<file path="src/rtl/core/dapc_pkg.sv">
// ----------------------------------------------------------------------------
// dapc_pkg
// shared types and constants of the depth and alpha pixel compositor
// ----------------------------------------------------------------------------
`default_nettype none

package dapc_pkg;

  localparam int NumStages = 5;

  localparam logic [7:0]  ByteMax  = 8'hFF;
  localparam logic [31:0] FarDepth = 32'hFFFF_FFFF;

  // floor(t / 255) for t < 2**16 as (t * AlphaRecip) >> AlphaShift
  localparam int          AlphaShift = 24;
  localparam logic [16:0] AlphaRecip = 17'(((33'd1 << AlphaShift) + 33'd254) / 33'd255);

  // floor(x / 65025) for x < 2**25 as (x * BandRecip) >> BandShift
  localparam int          BandShift = 41;
  localparam logic [25:0] BandRecip =
    26'(((64'd1 << BandShift) + 64'd65024) / 64'd65025);

  // per-stage load enables
  typedef struct packed {
    logic s1;
    logic s2;
    logic s3;
    logic s4;
    logic s5;
  } dapc_en_t;

  // stage 1 result shared by the band lanes
  typedef struct packed {
    logic [15:0] dst_coef;
    logic [15:0] src_coef;
    logic [31:0] depth;
  } dapc_coef_t;

endpackage

`default_nettype wire

</file>
<file path="src/rtl/core/dapc_coef.sv">
// ----------------------------------------------------------------------------
// dapc_coef
// depth test and blend weights, first pipeline stage
// ----------------------------------------------------------------------------
`default_nettype none

module dapc_coef import dapc_pkg::*; (
  input  wire logic        clk,
  input  wire logic        en1,
  input  wire logic [7:0]  src_alpha,
  input  wire logic [31:0] src_depth,
  input  wire logic [7:0]  dst_alpha,
  input  wire logic [31:0] dst_depth,
  input  wire logic        first_layer,
  output dapc_coef_t       coef
);

  logic [31:0] acc_depth;
  logic        nearer;
  logic [7:0]  dst_mul;
  logic [7:0]  src_mul;

  always_comb begin
    // missing or ignored accumulated depth is infinitely far
    acc_depth = ((dst_depth == '0) || first_layer) ? FarDepth : dst_depth;
    // a missing incoming depth lands behind the accumulated one
    nearer    = (src_depth != '0) && (src_depth < acc_depth);
    dst_mul   = nearer ? (ByteMax - src_alpha) : ByteMax;
    src_mul   = nearer ? ByteMax : (ByteMax - dst_alpha);
  end

  always_ff @(posedge clk) begin
    if (en1) begin
      coef.dst_coef <= {8'd0, dst_alpha} * {8'd0, dst_mul};
      coef.src_coef <= {8'd0, src_alpha} * {8'd0, src_mul};
      coef.depth    <= nearer ? src_depth : dst_depth;
    end
  end

endmodule

`default_nettype wire

</file>
<file path="src/rtl/core/dapc_band.sv">
// ----------------------------------------------------------------------------
// dapc_band
// one color band: weighted sum, divide by 255*255, saturate
// ----------------------------------------------------------------------------
`default_nettype none

module dapc_band import dapc_pkg::*; (
  input  wire logic       clk,
  input  wire dapc_en_t   en,
  input  wire logic [7:0] src_band,
  input  wire logic [7:0] dst_band,
  input  wire dapc_coef_t coef,
  output logic [7:0]      out_band
);

  logic [7:0]  src1;
  logic [7:0]  dst1;
  logic [23:0] dst_prod;
  logic [23:0] src_prod;
  logic [24:0] sum;
  logic [50:0] scaled;
  logic [9:0]  quot;

  assign quot = scaled[BandShift +: 10];

  always_ff @(posedge clk) begin
    if (en.s1) begin
      src1 <= src_band;
      dst1 <= dst_band;
    end
    if (en.s2) begin
      dst_prod <= {16'd0, dst1} * {8'd0, coef.dst_coef};
      src_prod <= {16'd0, src1} * {8'd0, coef.src_coef};
    end
    if (en.s3) begin
      sum <= {1'b0, dst_prod} + {1'b0, src_prod};
    end
    if (en.s4) begin
      scaled <= {26'd0, sum} * {25'd0, BandRecip};
    end
    if (en.s5) begin
      out_band <= (quot > 10'd255) ? ByteMax : quot[7:0];
    end
  end

endmodule

`default_nettype wire

</file>
<file path="src/rtl/core/dapc_cov.sv">
// ----------------------------------------------------------------------------
// dapc_cov
// merged coverage: b + a*(255-b)/255
// ----------------------------------------------------------------------------
`default_nettype none

module dapc_cov import dapc_pkg::*; (
  input  wire logic       clk,
  input  wire dapc_en_t   en,
  input  wire logic [7:0] src_alpha,
  input  wire logic [7:0] dst_alpha,
  output logic [7:0]      out_alpha
);

  logic [15:0] cov_prod;
  logic [7:0]  dst1;
  logic [32:0] scaled;
  logic [7:0]  dst2;
  logic [7:0]  alpha3;
  logic [7:0]  alpha4;

  always_ff @(posedge clk) begin
    if (en.s1) begin
      cov_prod <= {8'd0, src_alpha} * {8'd0, ByteMax - dst_alpha};
      dst1     <= dst_alpha;
    end
    if (en.s2) begin
      scaled <= {17'd0, cov_prod} * {16'd0, AlphaRecip};
      dst2   <= dst1;
    end
    // quotient never exceeds 255 - dst, so the sum fits a byte
    if (en.s3) begin
      alpha3 <= dst2 + scaled[AlphaShift +: 8];
    end
    if (en.s4) begin
      alpha4 <= alpha3;
    end
    if (en.s5) begin
      out_alpha <= alpha4;
    end
  end

endmodule

`default_nettype wire

</file>
<file path="src/rtl/core/depth_alpha_pixel_compositor_top.sv">
// ----------------------------------------------------------------------------
// depth_alpha_pixel_compositor_top
// merges one layer pixel into the accumulated pixel with a depth test
// ----------------------------------------------------------------------------
//
// channel   dir  width  contents
// s_axis    in   128+1  layer pixel and accumulated pixel, first-layer flag
// m_axis    out  64     merged pixel
//
// one beat per clock while m_axis_tready stays high; each beat passes the
// five register stages in order (weights, band products, sum, reciprocal
// multiply, saturate)
// rst clears the stage valid bits only; data registers hold whatever
// each stage moves when the next one can take it, so bubbles are squeezed
// out and a stalled output beat holds until m_axis_tready
// ----------------------------------------------------------------------------
`default_nettype none

module depth_alpha_pixel_compositor_top import dapc_pkg::*; (
  input  wire logic         clk,
  input  wire logic         rst,
  input  wire logic         s_axis_tvalid,
  output logic              s_axis_tready,
  // src_red, src_green, src_blue, src_alpha, src_depth[32],
  // dst_red, dst_green, dst_blue, dst_alpha, dst_depth[32]
  input  wire logic [127:0] s_axis_tdata,
  // first_layer
  input  wire logic [0:0]   s_axis_tuser,
  output logic              m_axis_tvalid,
  input  wire logic         m_axis_tready,
  // out_red, out_green, out_blue, out_alpha, out_depth[32]
  output logic [63:0]       m_axis_tdata
);

  // unpack the input beat
  logic [7:0]  src_red, src_green, src_blue, src_alpha;
  logic [7:0]  dst_red, dst_green, dst_blue, dst_alpha;
  logic [31:0] src_depth, dst_depth;
  logic        first_layer;

  assign src_red     = s_axis_tdata[7:0];
  assign src_green   = s_axis_tdata[15:8];
  assign src_blue    = s_axis_tdata[23:16];
  assign src_alpha   = s_axis_tdata[31:24];
  assign src_depth   = s_axis_tdata[63:32];
  assign dst_red     = s_axis_tdata[71:64];
  assign dst_green   = s_axis_tdata[79:72];
  assign dst_blue    = s_axis_tdata[87:80];
  assign dst_alpha   = s_axis_tdata[95:88];
  assign dst_depth   = s_axis_tdata[127:96];
  assign first_layer = s_axis_tuser[0];

  // stage valid bits and per-stage ready, index 0 is stage 1
  logic [NumStages-1:0] valid;
  logic [NumStages-1:0] ready;
  dapc_en_t             en;

  // a stage can load when it is empty or its contents move on
  always_comb begin
    ready[NumStages-1] = !valid[NumStages-1] || m_axis_tready;
    for (int i = NumStages - 2; i >= 0; i--) begin
      ready[i] = !valid[i] || ready[i+1];
    end
  end

  assign en = '{s1: ready[0], s2: ready[1], s3: ready[2], s4: ready[3], s5: ready[4]};
  assign s_axis_tready = ready[0];
  assign m_axis_tvalid = valid[NumStages-1];

  always_ff @(posedge clk) begin
    if (rst) begin
      valid <= '0;
    end else begin
      if (ready[0]) begin
        valid[0] <= s_axis_tvalid;
      end
      for (int i = 1; i < NumStages; i++) begin
        if (ready[i]) begin
          valid[i] <= valid[i-1];
        end
      end
    end
  end

  // depth test and blend weights
  dapc_coef_t coef;

  dapc_coef u_coef (
    .clk         (clk),
    .en1         (en.s1),
    .src_alpha   (src_alpha),
    .src_depth   (src_depth),
    .dst_alpha   (dst_alpha),
    .dst_depth   (dst_depth),
    .first_layer (first_layer),
    .coef        (coef)
  );

  // three color lanes share the weights
  logic [7:0] out_red, out_green, out_blue, out_alpha;

  dapc_band u_band_red (
    .clk      (clk),
    .en       (en),
    .src_band (src_red),
    .dst_band (dst_red),
    .coef     (coef),
    .out_band (out_red)
  );

  dapc_band u_band_green (
    .clk      (clk),
    .en       (en),
    .src_band (src_green),
    .dst_band (dst_green),
    .coef     (coef),
    .out_band (out_green)
  );

  dapc_band u_band_blue (
    .clk      (clk),
    .en       (en),
    .src_band (src_blue),
    .dst_band (dst_blue),
    .coef     (coef),
    .out_band (out_blue)
  );

  dapc_cov u_cov (
    .clk       (clk),
    .en        (en),
    .src_alpha (src_alpha),
    .dst_alpha (dst_alpha),
    .out_alpha (out_alpha)
  );

  // chosen depth rides along to the output stage
  logic [31:0] depth2, depth3, depth4, depth5;

  always_ff @(posedge clk) begin
    if (en.s2) begin
      depth2 <= coef.depth;
    end
    if (en.s3) begin
      depth3 <= depth2;
    end
    if (en.s4) begin
      depth4 <= depth3;
    end
    if (en.s5) begin
      depth5 <= depth4;
    end
  end

  assign m_axis_tdata = {depth5, out_alpha, out_blue, out_green, out_red};

endmodule

`default_nettype wire

</file>
<file path="config.mk">
export PLATFORM = sky130hd
export DESIGN_NAME = depth_alpha_pixel_compositor_top
export DESIGN_NICKNAME = d
export VERILOG_FILES = /design/src/rtl/core/dapc_pkg.sv /design/src/rtl/core/dapc_coef.sv /design/src/rtl/core/dapc_band.sv /design/src/rtl/core/dapc_cov.sv /design/src/rtl/core/depth_alpha_pixel_compositor_top.sv
export SDC_FILE = /design/constraint.sdc
export NUM_CORES = 2
export LEC_CHECK = 0
export BUFFER_PORTS_ARGS = -buffer_cell sky130_fd_sc_hd__buf_2
export CORE_ASPECT_RATIO = 0.5
export CORE_MARGIN = 4
export CORE_UTILIZATION = 65
export CTS_CLUSTER_DIAMETER = 60
export DETAILED_ROUTE_END_ITERATION = 10
export PLACE_DENSITY = 0.83
export SYNTH_ARGS = -nofsm -noshare
export SYNTH_HDL_FRONTEND = slang
export SYNTH_SLANG_ARGS = --single-unit
</file>
<file path="constraint.sdc">
create_clock -name clk -period 9.3 [get_ports clk]
set_input_delay 0.93 -clock clk [delete_from_list [all_inputs] [get_ports clk]]
set_output_delay 0.93 -clock clk [all_outputs]
set_load 0.05 [all_outputs]
</file>
# After elaboration in Yosys (flattened, before gate mapping)
# Index checks and enable logic that the tools add are counted.
[op_classes] n_reduce_logical=14 order_cmp=4 n_mul=13 muxes=4 n_addsub=6
[ops] cell="$mul A25 B26 Y51 const B" n=3
[ops] cell="$mul A8 B16 Y24" n=6
[ops] cell="$add A24 B24 Y25" n=3
[ops] cell="$mux W32" n=2
[ops] cell="$mul A8 B8 Y16" n=3
[ops] cell="$logic_not A32 Y1" n=1
[ops] cell="$lt A32 B32 Y1" n=1
[ops] cell="$reduce_bool A32 Y1" n=1
[ops] cell="$mul A16 B16 Y31 const B" n=1
[ops] cell="$gt A10 B8 Y1 const B" n=3
[ops] cell="$mux W8" n=2
[ops] cell="$sub A8 B8 Y8 const A" n=2
[ops] cell="$add A8 B8 Y8" n=1
[ops] cell="$logic_or A1 B1 Y1" n=6
[ops] cell="$logic_not A1 Y1" n=5
[ops] cell="$logic_and A1 B1 Y1" n=1
[totals] in_bits=133 wordCells=81 ff_bits=728 out_inout_bits=66

# Logic depth before layout (Yosys ltp)
[logic_depth] word_depth=7 ltp_mapped=34 ltp_nobuf=31

# Modules after synthesis
# A second synthesis with hierarchy kept.
[hier_totals] hier_cells=6483 hier_area_um2=68927.4
[by_module_without_submodules] module="dapc_band (u_band_red)" cells_per_inst=1714 n_inst=1 area_each_um2=17376.7
[by_module_without_submodules] module="dapc_band (u_band_green)" cells_per_inst=1711 n_inst=1 area_each_um2=17304.1
[by_module_without_submodules] module="dapc_band (u_band_blue)" cells_per_inst=1681 n_inst=1 area_each_um2=17171.5
[by_module_without_submodules] module="dapc_coef" cells_per_inst=761 n_inst=1 area_each_um2=7531.0
[by_module_without_submodules] module="dapc_cov" cells_per_inst=466 n_inst=1 area_each_um2=5492.8
[by_module_without_submodules] module="depth_alpha_pixel_compositor_top" cells_per_inst=150 n_inst=1 area_each_um2=4051.4

# Worst setup path after synthesis
# OpenSTA, ideal clock, no wires.
[synth_path] path_type="input to register" startpoint="input s_axis_tdata[120]" endpoint="register u_coef.coef[63] (netlist name)" cell_stages=32 t_required_ns=9.040 setup_ns=0.260 path_slack_ns=1.490 arrival_time_ns=7.550 path_cell_list="nor4_1 -> nand4_1 -> o21bai_2 -> clkbuf_1 -> nor2_1 -> ha_1 -> a21o_1 -> a21o_1 -> a21oi_1 -> o21a_1 -> o21ai_0 -> a311o_1 -> a2111oi_2 -> or2_1 -> buf_2 -> buf_2 -> a21oi_1 -> fa_1 -> fa_1 -> inv_1 -> fa_1 -> fa_1 -> inv_1 -> ha_1 -> o21ai_0 -> a21boi_0 -> o21ai_0 -> nand2b_1 -> a21o_1 -> a41o_1 -> o41a_1 -> xnor2_1"
[synth_via] elab_chain_cells=7
[synth_rtl] element="from (decl)" line_no="depth_alpha_pixel_compositor_top.sv:26" text="input wire logic [127:0] s_axis_tdata,"
[synth_rtl] element="$logic_not A32 Y1" line_no="dapc_coef.sv:25" text="acc_depth = ((dst_depth == '0) || first_layer) ? FarDepth : dst_depth;"
[synth_rtl] element="$logic_or A1 B1 Y1" line_no="dapc_coef.sv:25"
[synth_rtl] element="$mux W32 *" line_no="dapc_coef.sv:25"
[synth_rtl] element="$lt A32 B32 Y1 *" line_no="dapc_coef.sv:27" text="nearer = (src_depth != '0) && (src_depth < acc_depth);"
[synth_rtl] element="$logic_and A1 B1 Y1 *" line_no="dapc_coef.sv:27"
[synth_rtl] element="$mux W8 *" line_no="dapc_coef.sv:28" text="dst_mul = nearer ? (ByteMax - src_alpha) : ByteMax;"
[synth_rtl] element="$mul A8 B8 Y16 *" line_no="dapc_coef.sv:34" text="coef.dst_coef <= {8'd0, dst_alpha} * {8'd0, dst_mul};"
# Mark *: on every way between the ends. The rest lies on a longest branch, timed or not.
# A chain may end at the register's enable or synchronous reset.

# Final worst setup path
[layout_path] startpoint="input s_axis_tdata[121]" endpoint="register u_coef.coef[47] (netlist name)"
[layout_via] elab_chain_cells=7
[layout_rtl] element="$logic_not A32 Y1" line_no="dapc_coef.sv:25"
[layout_rtl] element="$logic_or A1 B1 Y1" line_no="dapc_coef.sv:25"
[layout_rtl] element="$mux W32 *" line_no="dapc_coef.sv:25"
[layout_rtl] element="$lt A32 B32 Y1 *" line_no="dapc_coef.sv:27"
[layout_rtl] element="$logic_and A1 B1 Y1 *" line_no="dapc_coef.sv:27"
[layout_rtl] element="$mux W8 *" line_no="dapc_coef.sv:29" text="src_mul = nearer ? ByteMax : (ByteMax - dst_alpha);"
[layout_rtl] element="$mul A8 B8 Y16 *" line_no="dapc_coef.sv:35" text="coef.src_coef <= {8'd0, src_alpha} * {8'd0, src_mul};"
# Marks and branches as above.

==> flow_metrics.tcl <==
set metrics [dict create \
    cts_root_buffer "clkbuf_16" \
    critical_path.max_stage_delay_ns 0.60 \
    status "complete, no violations" \
    relSlewSlack_pct 22.3 \
    avgSynthCellArea_um2 10.8 \
    yosysSeqAreaShare_pct 25.8 \
    drive_gt1_share_pct 6.09 \
    path_buf_inv 6 \
    critical_path_class "in2reg" \
    cap_viol_max_count 0 \
    hold_viol 0 \
    cp_top_family "compound AO/OA/AOI/OAI gates" \
    setup_viol 0 \
    grt_max_degree 131 \
    cts-buffers-inserted 58 \
    drt_first_pass_iters 6 \
    cts_resized 0 \
    grt_pass1_vias 50505 \
    fillers 7237 \
    layoutNonFillerInstCount 7817 \
    floorplan.rows 83 \
    grt_pass1_wl_um 257000 \
    synth_edf_count 577 \
    slowest_stage "a2111oi_2" \
    reg2reg_slack_ns 2.99 \
    synth_cells 6274 \
    postPlaceCellArea_um2 69900 \
    hp-class "reg2reg" \
    ant_nets 0 \
    post_cts_buffers 0 \
    fin_crit_ns 8.38 \
    final.period_utilization_pct 90.1 \
    setup.worst_path.end_class "flip-flop" \
    cp_max_fo 20 \
    clock_skew_ns 0.0500 \
    num_vias 46505 \
    synth-main-ff-cell "edfxtp_1" \
    clock_sinks 582 \
    place.port_buffers 198 \
    clk_pin_slew_ns 0.07 \
    fin_ws_ns 0.917 \
    dpl_worst_slack_ns 0.189 \
    dr.first_iter.drc_count 3465 \
    start_util_pct 65.7 \
    wl_per_cell_um 20.0 \
    clockBufferDepth 3 \
    die_area_um2 109000 \
    crit_required_ns 9.72 \
    stdcell_area_um2 71900 \
    fin_setup_tns_ns 0 \
    h-tree-depth 2 \
    arrival_ns 8.81 \
    area_growth_pct 6.43 \
    hpwl_um 122000 \
    postSynth.asyncResetShare_pct 0 \
    antenna_found_initial 13 \
    clock_latency_ns 0.68 \
    ys_warn_count 0 \
    core_area_um2 103000 \
    nets 8531 \
    syn_area_um2 67500 \
    drc 0 \
    grt_overflow_total 0 \
    fmax_mhz 119 \
    placedCellCount 7703 \
    cts-hold-fix-buffers 0 \
    via_per_inst 5.95 \
    synth_cell_types 72 \
    synth_nets 8402 \
    startpoint_type "primary input" \
    report.final.slew_viol_count 0 \
    max_slew.worst_pin.slew_ns 1.17 \
    wl_um 156000 \
    dieHeight_um 236 \
    rsz0062_at_grt "no" \
    ios 199 \
    fp.dieW_um 464 \
    ys_ff_latch 582 \
    place.gp.congestion 1.00 \
    grtUsageTotal_pct 29.2 \
    cts_tree "done" \
]
==> state kept, by name (all words and copies together) (netlist names), 10 cells and up <==
name / flops
u_band_blue.scaled: 10
u_band_blue.dst_prod: 24
u_band_green.dst_prod: 24
u_band_blue.sum: 25
u_band_blue.src_prod: 24
u_cov.cov_prod: 16
u_band_green.sum: 25
depth2: 32
u_band_red.dst_prod: 24
depth3: 32
u_coef.coef: 64
u_band_red.sum: 25
depth5: 32
depth4: 32
u_band_red.scaled: 10
u_band_green.scaled: 10
u_band_green.src_prod: 24
u_band_red.src_prod: 24
==> worst register-to-register path, stage by stage, from the launching register on <==
cell	delay (ns)
edfxtp_1	0.61
inv_1	0.16
ha_1	0.30
inv_1	0.04
ha_1	0.17
ha_1	0.31
fa_1	0.50
fa_1	0.52
inv_1	0.06
fa_1	0.37
inv_1	0.09
fa_1	0.43
ha_1	0.34
a21o_1	0.21
o21bai_1	0.15
o22ai_1	0.37
a2bb2oi_1	0.24
o211a_1	0.26
a211oi_1	0.15
a311o_1	0.43
a21oi_1	0.24
xnor2_1	0.08
==> kinds of logic (layout without fill, tap and decap cells) <==
| group | Yosys count | in the layout | share of synthesized area, % |
|---|---|---|---|
| adder cells (fa/ha/maj) | 1995 | 1995 | 45.9 |
| AND/OR/NAND/NOR | 1460 | 1460 | 10.7 |
| buffers and inverters | 1190 | 1368 | 6.64 |
| AO/OA/AOI/OAI | 790 | 790 | 7.51 |
| flip-flops | 582 | 582 | 25.8 |
| XOR/XNOR | 224 | 224 | 2.90 |
| multiplexers | 33 | 33 | 0.548 |
| other | 0 | 5 | 0 |
==> layout by cell type (no fill, tap or decap), types with 18 or more instances in the layout <==
cell type | Yosys | routed
a211oi_1 | 32 | 32
a21boi_0 | 42 | 42
a21o_1 | 77 | 77
a21oi_1 | 267 | 267
a31oi_1 | 20 | 20
and2_1 | 392 | 392
and3_1 | 22 | 22
buf_2 | 15 | 198
buf_4 | 0 | 31
clkbuf_16 | 0 | 58
edfxtp_1 | 577 | 577
fa_1 | 805 | 805
ha_1 | 1190 | 1190
inv_1 | 1026 | 1024
mux2_2 | 31 | 31
nand2_1 | 521 | 519
nand2b_1 | 33 | 33
nand3_1 | 49 | 48
nand4_1 | 29 | 29
nor2_1 | 218 | 217
nor2b_1 | 52 | 52
nor3_1 | 44 | 44
nor4_1 | 18 | 18
o21a_1 | 52 | 52
o21ai_0 | 139 | 139
o21bai_1 | 21 | 21
o31ai_1 | 18 | 18
or3_1 | 43 | 43
xnor2_1 | 175 | 175
xor2_1 | 49 | 49
==> per-layer routing <==
layer  wire length [um]  up-vias  track usage (%)
li1                   -    21173                -
met1              62400    23112             37.7
met2              74800     1744             48.9
met3              12400      466             5.62
met4               6630       10             11.4
met5                 51        -                0
==> cells in the mapped netlist (all sizes together) (13+ instances only) <==
master | n | area share, %
ha | 1190 | 22
a21o | 77 | 0.86
nor2 | 218 | 1.2
nand2 | 521 | 2.9
xor2 | 49 | 0.64
nand3 | 49 | 0.36
buf | 19 | 0.13
mux2 | 32 | 0.53
inv | 1026 | 5.7
nor4 | 18 | 0.17
and2 | 392 | 3.6
a21boi | 42 | 0.47
and3 | 22 | 0.20
o31a | 16 | 0.21
o21bai | 22 | 0.25
fa | 805 | 24
o211ai | 14 | 0.16
o31ai | 18 | 0.20
o21a | 52 | 0.58
nand4 | 29 | 0.27
nand2b | 33 | 0.31
a21oi | 267 | 2.0
clkbuf | 142 | 0.79
nor3 | 44 | 0.33
a211oi | 32 | 0.36
edfxtp | 577 | 26
xnor2 | 175 | 2.3
or2 | 13 | 0.12
nor2b | 52 | 0.48
a31oi | 20 | 0.19
o21ai | 142 | 1.1
or3 | 43 | 0.40
==> area by class of cell <==
cell class	count	area, um2	share of cell area, %
clock inverter	46	500	0.696
timing repair buffer	230	1240	1.73
multi-input combinational	4502	45700	63.5
clock buffer	63	1470	2.05
sequential	582	17400	24.2
antenna	5	12.5	0.0174
inverter	1029	3870	5.38
tap	1360	1700	2.37
==> final timing paths <==
check | cells past startpoint | endpoint | from
setup / recovery | 31 | u_coef.coef[47] | s_axis_tdata[121]
hold / removal | 0 | depth5[28] | depth4[28]
hold reg to reg | 0 | depth5[28] | depth4[28]
setup reg to reg | 21 | u_band_red.scaled[48] | u_band_red.sum[14]
==> through the flow <==
step | hold slack, ns | util [%]
after global placement | 0.400 | 68.0
after CTS | 0.366 | 69.9
final | 0.407 | 69.9
after floorplan | 0.400 | -
after detailed placement | 0.405 | 68.0
after global routing | 0.382 | 69.9
Power is not shown: default switching activity piles up to over one toggle a cycle in this logic, so the estimate is an artifact.
